[src/psdl_pkg.sv]
// ----------------------------------------------------------------------------
// psdl_pkg
// Shared types and codes of the priority-sorted draw list.
// ----------------------------------------------------------------------------
package psdl_pkg;

    localparam int LIST_SLOTS_DEF = 512;
    localparam int ID_W           = 8;
    localparam int PRIO_W         = 15;

    typedef enum logic [1:0] {
        OP_CLEAR  = 2'd0,
        OP_INSERT = 2'd1,
        OP_NEXT   = 2'd2
    } t_op;

    typedef enum logic [1:0] {
        ST_DONE  = 2'd0,
        ST_FULL  = 2'd1,
        ST_ENTRY = 2'd2,
        ST_END   = 2'd3
    } t_status;

    // read address source of both stores
    typedef enum logic [1:0] {
        RD_NXT    = 2'd0,
        RD_LINK   = 2'd1,
        RD_CURSOR = 2'd2
    } t_rd_sel;

    typedef struct packed {
        logic [PRIO_W-1:0] prio;
        logic [ID_W-1:0]   group;
        logic [ID_W-1:0]   sprite;
    } t_entry;

    typedef struct packed {
        logic    accept;
        logic    clear;
        t_rd_sel rd_sel;
        logic    walk_adv;
        logic    write_new;
        logic    link_prev;
        logic    load_nxt;
        logic    set_cursor;
        logic    emit;
        t_status status;
    } t_dp_cmd;

    typedef struct packed {
        logic nxt_zero;
        logic rd_lower;
        logic rd_link_zero;
        logic cursor_zero;
        logic full;
    } t_dp_stat;

endpackage

[src/psdl_ctrl.sv]
// ----------------------------------------------------------------------------
// psdl_ctrl
// Sequencer of clear, insert walk and fetch for the draw list.
// ----------------------------------------------------------------------------
module psdl_ctrl (
    input  logic                i_clk,
    input  logic                i_rst_n,
    input  logic                start,
    input  logic [1:0]          i_operation,
    output logic                busy,
    output psdl_pkg::t_dp_cmd   o_cmd,
    input  psdl_pkg::t_dp_stat  i_stat
);

    typedef enum logic [2:0] {
        S_IDLE,
        S_INS_ISSUE,
        S_INS_WALK,
        S_INS_LINK,
        S_INS_HEAD,
        S_NXT_LINK,
        S_NXT_WAIT,
        S_NXT_ISSUE
    } t_state;

    typedef enum logic [0:0] {
        X_NONE,
        X_NXT_OUT
    } t_xstate;

    t_state  r_state, n_state;
    t_xstate r_out_pend, n_out_pend;

    always_comb begin
        n_state    = r_state;
        n_out_pend = X_NONE;
        o_cmd      = '0;
        o_cmd.rd_sel = psdl_pkg::RD_NXT;
        o_cmd.status = psdl_pkg::ST_DONE;
        if (r_out_pend == X_NXT_OUT) begin
            // entry data is back: hand it out and park the cursor on it
            o_cmd.set_cursor = 1'b1;
            o_cmd.emit       = 1'b1;
            o_cmd.status     = psdl_pkg::ST_ENTRY;
            n_state          = S_IDLE;
        end else begin
            unique case (r_state)
                S_IDLE: begin
                    if (start) begin
                        o_cmd.accept = 1'b1;
                        unique case (psdl_pkg::t_op'(i_operation))
                            psdl_pkg::OP_CLEAR: begin
                                o_cmd.clear = 1'b1;
                                o_cmd.emit  = 1'b1;
                            end
                            psdl_pkg::OP_INSERT: begin
                                if (i_stat.full) begin
                                    o_cmd.emit   = 1'b1;
                                    o_cmd.status = psdl_pkg::ST_FULL;
                                end else begin
                                    n_state = S_INS_ISSUE;
                                end
                            end
                            psdl_pkg::OP_NEXT: begin
                                n_state = i_stat.cursor_zero ? S_NXT_ISSUE : S_NXT_LINK;
                            end
                            default: begin
                                o_cmd.emit = 1'b1;
                            end
                        endcase
                    end
                end
                S_INS_ISSUE: begin
                    n_state = i_stat.nxt_zero ? S_INS_LINK : S_INS_WALK;
                end
                S_INS_WALK: begin
                    if (i_stat.rd_lower) begin
                        n_state = S_INS_LINK;
                    end else begin
                        o_cmd.walk_adv = 1'b1;
                        o_cmd.rd_sel   = psdl_pkg::RD_LINK;
                        if (i_stat.rd_link_zero) begin
                            n_state = S_INS_LINK;
                        end
                    end
                end
                S_INS_LINK: begin
                    o_cmd.write_new = 1'b1;
                    n_state         = S_INS_HEAD;
                end
                S_INS_HEAD: begin
                    o_cmd.link_prev = 1'b1;
                    o_cmd.emit      = 1'b1;
                    n_state         = S_IDLE;
                end
                S_NXT_LINK: begin
                    o_cmd.rd_sel = psdl_pkg::RD_CURSOR;
                    n_state      = S_NXT_WAIT;
                end
                S_NXT_WAIT: begin
                    o_cmd.load_nxt = 1'b1;
                    n_state        = S_NXT_ISSUE;
                end
                S_NXT_ISSUE: begin
                    if (i_stat.nxt_zero) begin
                        o_cmd.set_cursor = 1'b1;
                        o_cmd.emit       = 1'b1;
                        o_cmd.status     = psdl_pkg::ST_END;
                        n_state          = S_IDLE;
                    end else begin
                        n_out_pend = X_NXT_OUT;
                    end
                end
                default: begin
                    n_state = S_IDLE;
                end
            endcase
        end
    end

    always_ff @(posedge i_clk) begin
        if (!i_rst_n) begin
            r_state    <= S_IDLE;
            r_out_pend <= X_NONE;
        end else begin
            r_state    <= n_state;
            r_out_pend <= n_out_pend;
        end
    end

    assign busy = (r_state != S_IDLE);

endmodule
[config.mk]
export PLATFORM = sky130hd
export DESIGN_NAME = psdl_ctrl
export DESIGN_NICKNAME = d
export VERILOG_FILES = /design/src/psdl_pkg.sv /design/src/psdl_ctrl.sv
export SDC_FILE = /design/constraint.sdc
export NUM_CORES = 1
export LEC_CHECK = 0
export BUFFER_PORTS_ARGS = -buffer_cell sky130_fd_sc_hd__buf_2
export CORE_AREA = 2 2 39 41
export DETAILED_ROUTE_END_ITERATION = 10
export DIE_AREA = 0 0 41 43
export PLACE_DENSITY = 0.69
export SYNTH_ARGS = -nofsm -noshare
export SYNTH_HDL_FRONTEND = slang
export SYNTH_SLANG_ARGS = --single-unit
[constraint.sdc]
create_clock -name i_clk -period 1.5 [get_ports i_clk]
set_input_delay 0.15 -clock i_clk [delete_from_list [all_inputs] [get_ports i_clk]]
set_output_delay 0.15 -clock i_clk [all_outputs]
set_load 0.03 [all_outputs]
; ---- Yosys cells after proc, flatten, opt, wreduce, memory -nomap -nowiden
; Cells that the tools add are included.
[word_totals]
ff_bits = 4
elab_cells = 53
input_bits = 10
[classes]
n_mux = 29
n_bitwise = 2
n_eq_ne = 14
reduce_logical = 6
[ops]
columns = op, n
row1 = $pmux 3 s8, 1
row2 = $mux 3, 7
row3 = $eq 3x3->1 const B, 4
row4 = $mux 2, 5
row5 = $mux 1, 8
row6 = $mux 4, 2
row7 = $mux 8, 1
row8 = $pmux 2 s2, 2
row9 = $eq 3x2->1 const B, 2
row10 = $ne 3x3->1 const B, 2
row11 = $pmux 3 s2, 1
row12 = $reduce_and 5->1, 1
row13 = $ne 2x2->1 const B, 2
row14 = $eq 3x1->1 const B, 1
row15 = $logic_not 3->1, 1
row16 = $ne 3x1->1 const B, 1
row17 = $pmux 1 s3, 1
row18 = $reduce_bool 3->1, 1
row19 = $reduce_or 3->1, 1
row20 = $eq 2x1->1 const B, 1
row21 = $eq 2x2->1 const B, 1
row22 = $logic_not 2->1, 1
row23 = $not 1->1, 2
row24 = $pmux 1 s2, 1
row25 = $reduce_or 2->1, 1

; ---- Longest topological paths before layout
[logic_depth]
ltp_word = 5
depth_mapped = 6
depth_no_buf = 6

; ---- Worst setup path before layout
; Ideal clock, no wire load.
[synth_path]
path_type = in2out
from = input i_operation[0]
to = output o_cmd[2] (netlist bit)
slack_ns = -0.051
path_stages = 5
n_path_buf = 0
arrival_time_ns = 1.401
path_cell_list = inv_1 > ha_1 > o21ai_0 > a21oi_1 > o311ai_1
[synth_lines]
columns = element, line_no
row1 = "start, declared", psdl_ctrl.sv:9  ; input logic [1:0] i_operation,
row2 = "end, declared", psdl_ctrl.sv:11  ; output psdl_pkg::t_dp_cmd o_cmd,

==> impl_metrics.tcl <==
set metrics [dict create \
    core_area_sq_um 1380 \
    power.share.clock 0.209 \
    clock.fmax_mhz 694 \
    initial_utilization 0.325 \
    p_per_area_nw_per_um2 998 \
    syn-num-nets 71 \
    max_stage_delay_ns 0.36 \
    timing.critical_path.slowest_stage_cell "sky130_fd_sc_hd__dfxtp_2" \
    crit_required_ns 1.35 \
    synth_sequential_area_ratio 0.178 \
    pin_count 23 \
    cp-endpoint "o_cmd[8]" \
    dr.pass1.iters 5 \
    cap_viol_max_count 0 \
    worstSetupPathType "reg2out" \
    drt-total-wl_um 1120 \
    hold_crit_start "i_rst_n" \
    die-area_sq_um 1760 \
    internal-power_uw 369 \
    detail_route.wl_per_cell_um 11.4 \
    cts_buffer_depth 2 \
    p_seq_frac 0.244 \
    gp_routability_congestion 0.729 \
    synth.lib_cells_used.distinct 29 \
    detailed_place_hpwl_um 875 \
    period_share 0.961 \
    detail_route.iter0.violations 7 \
    post_drt_via_cell_ratio 5.08 \
    drive_gt1_frac 0.561 \
    endpoint_kind "output pin" \
    grt_usage 0.130 \
    route.antenna.remaining_nets 0 \
    cts.clk_slew.worst_paths_ns 0.04 \
    cp_cell_sequence "buf_4 -> nor3_4 -> and3_1 -> buf_4" \
    switching_share 0.426 \
    p_switching_uw 274 \
    antenna_cells_inserted 0 \
    timing.final.crit_period_ns 1.44 \
    tritoncts_buffer_count 3 \
    floorplan.die.width_um 41 \
    h-tree-depth 1 \
    core.rowCount 14 \
    first_global_vias 439 \
    nNetsFinal 98 \
    min-delay-path-class "in2reg" \
    worst_clock_skew_ns 0.00398 \
    globalRouteOverflowTotal 0 \
    critPathArrivalTime_ns 1.29 \
    hold_buffers 0 \
    unrepaired_setup_endpoints_after_global_routing "false" \
    ys_warn_count 0 \
    critical_path_peak_fanout 9 \
    grt_first_pass_wirelength_um 1600 \
    synthesis.instances 57 \
    syn-cell-area_sq_um 449 \
    grt_antenna_before_repair 0 \
    reg2reg_to "r_state[2]$_SDFFE_PP0P_" \
    power.share.combinational 0.547 \
    layout.cells.most_common "sky130_fd_sc_hd__buf_2" \
    final_max_slew_viols 0 \
    ff2ff_path_depth 6 \
    cts_tree "done" \
    cpMostUsedCell "sky130_fd_sc_hd__buf_4" \
    tightest_slew_ns 0.220 \
    via_count 498 \
    grt_start_max_net_pins 10 \
    final_layout_setup_total_negative_slack_ns 0 \
    p_leak_uw 0.000332 \
    flow.area_growth_from_synthesis_pct 43.5 \
    r2r_start "r_state[1]$_SDFFE_PP0P_" \
    timing.reg2reg.setup_slack_ns 0.25 \
    hold_violations 0 \
    synthesis.area_per_instance_sq_um 7.88 \
    ys_ff_latch 4 \
    worst_setup_path_start_kind "register" \
    maxSlewHeadroom 0.853 \
    chipHeight_um 43 \
    irDropWorstVdd_v 0.000362 \
    clock_net_sink_count 4 \
    clock_tree.root_cell "sky130_fd_sc_hd__clkbuf_4" \
    run_status "finished, final reports clean" \
    mostFrequentLayoutCells "sky130_fd_sc_hd__buf_2, sky130_fd_sc_hd__buf_4, sky130_fd_sc_hd__nand2_1, sky130_fd_sc_hd__ha_1" \
    drt_drc_violations_left 0 \
    setup_viol_count_final 0 \
    port_buffers 22 \
    worst_hold_slack_ns 0.185 \
    crit_path_from "r_state[2]$_SDFFE_PP0P_" \
    clock_insertion_delay_worst_skew_ns 0.24 \
    fillerInstances 143 \
]
[cell type report]
class,instances,area [sq um],area share
timing repair buffer,26,154,0.239
clock buffer,3,22.5,0.0350
tap,16,20.0,0.0311
multi-input combinational,44,343,0.532
sequential,4,86.3,0.134
inverter,5,18.8,0.0291
[stage by stage]
step | power (uW) | instances | cell area [sq um] | worst slack (ns) | utilization
2_1_floorplan | 387 | 57 | 457 | 0.0410 | -
3_3_place_gp | 455 | 94 | 574 | 0.150 | 0.415
3_5_place_dp | 461 | 94 | 574 | 0.131 | 0.415
6_report | 643 | 98 | 644 | 0.0592 | 0.466
4_1_cts | 607 | 97 | 606 | 0.00574 | 0.438
5_1_grt | 683 | 98 | 644 | 0.00986 | 0.466
[routing by layer]
metal	vias up	wire length [um]	track usage
met3	0	65	0.0157
met1	230	477	0.144
met5	-	0	0
li1	255	-	-
met2	13	574	0.228
met4	0	0	0.0600
[state kept, by name, summed over array words and instances (netlist names)]
register,flops
r_state,3
r_out_pend,1
[power by group through the flow]
stage	combinational [uW]	sequential [uW]	clock, uW
final	352	157	134
after global routing	379	160	144
after detailed placement	312	149	0
after CTS	316	151	140
after global placement	308	147	0
after floorplan	252	135	0
[cells by family after synthesis]
group	Yosys count	synth area share
fa+ha+maj	4	0.111
flops	4	0.178
buf+inv	9	0.120
simple gates	28	0.426
compound gates	12	0.164
[worst min-delay path by stage]
| stage | end | slack, ns | cells after the start |
|---|---|---|---|
| after global placement | r_state[2]$_SDFFE_PP0P_ | 0.43 | 3 |
| after global routing | r_state[0]$_SDFFE_PP0P_ | 0.19 | 3 |
| after floorplan | r_state[2]$_SDFFE_PP0P_ | 0.30 | 2 |
| after detailed placement | r_out_pend$_SDFF_PP0_ | 0.43 | 3 |
| final | r_state[0]$_SDFFE_PP0P_ | 0.18 | 3 |
| after CTS | r_state[0]$_SDFFE_PP0P_ | 0.18 | 3 |
[critical path: cells and delay by family, from the launching register on]
| kind | cells | cell delay (ns) |
|---|---|---|
| DFF | 1 | 0.36 |
| and+or+nand+nor | 2 | 0.36 |
| buffers and inverters | 2 | 0.33 |
[synthesized netlist by cell type, drive strengths merged]
library cell / n / area [sq um]
nand2: 6 / 22.5
inv: 5 / 18.8
and3: 4 / 26.3
buf: 4 / 35.0
dfxtp: 4 / 80.1
ha: 4 / 50.1
nor3: 4 / 30.0
o21ai: 4 / 20.0
a21oi: 3 / 15.0
nand4: 3 / 18.8
nor3b: 3 / 37.5
a31oi: 2 / 12.5
and2: 2 / 13.8
nor2: 2 / 10.0
a211o: 1 / 8.76
a31o: 1 / 8.76
nand2b: 1 / 6.26
nand3: 1 / 10.0
nand3b: 1 / 7.51
nand4b: 1 / 8.76
o311ai: 1 / 8.76
[what timing repair did]
| item | CTS | global route |
|---|---|---|
| endpoints found under the setup margin | 5 | 5 |
| resized for setup | 5 | 11 |
| pin swaps | 2 | 1 |
| buffers inserted | 0 | 1 |
| cloned | 0 | 0 |
Power figures use the tool's default switching activity.
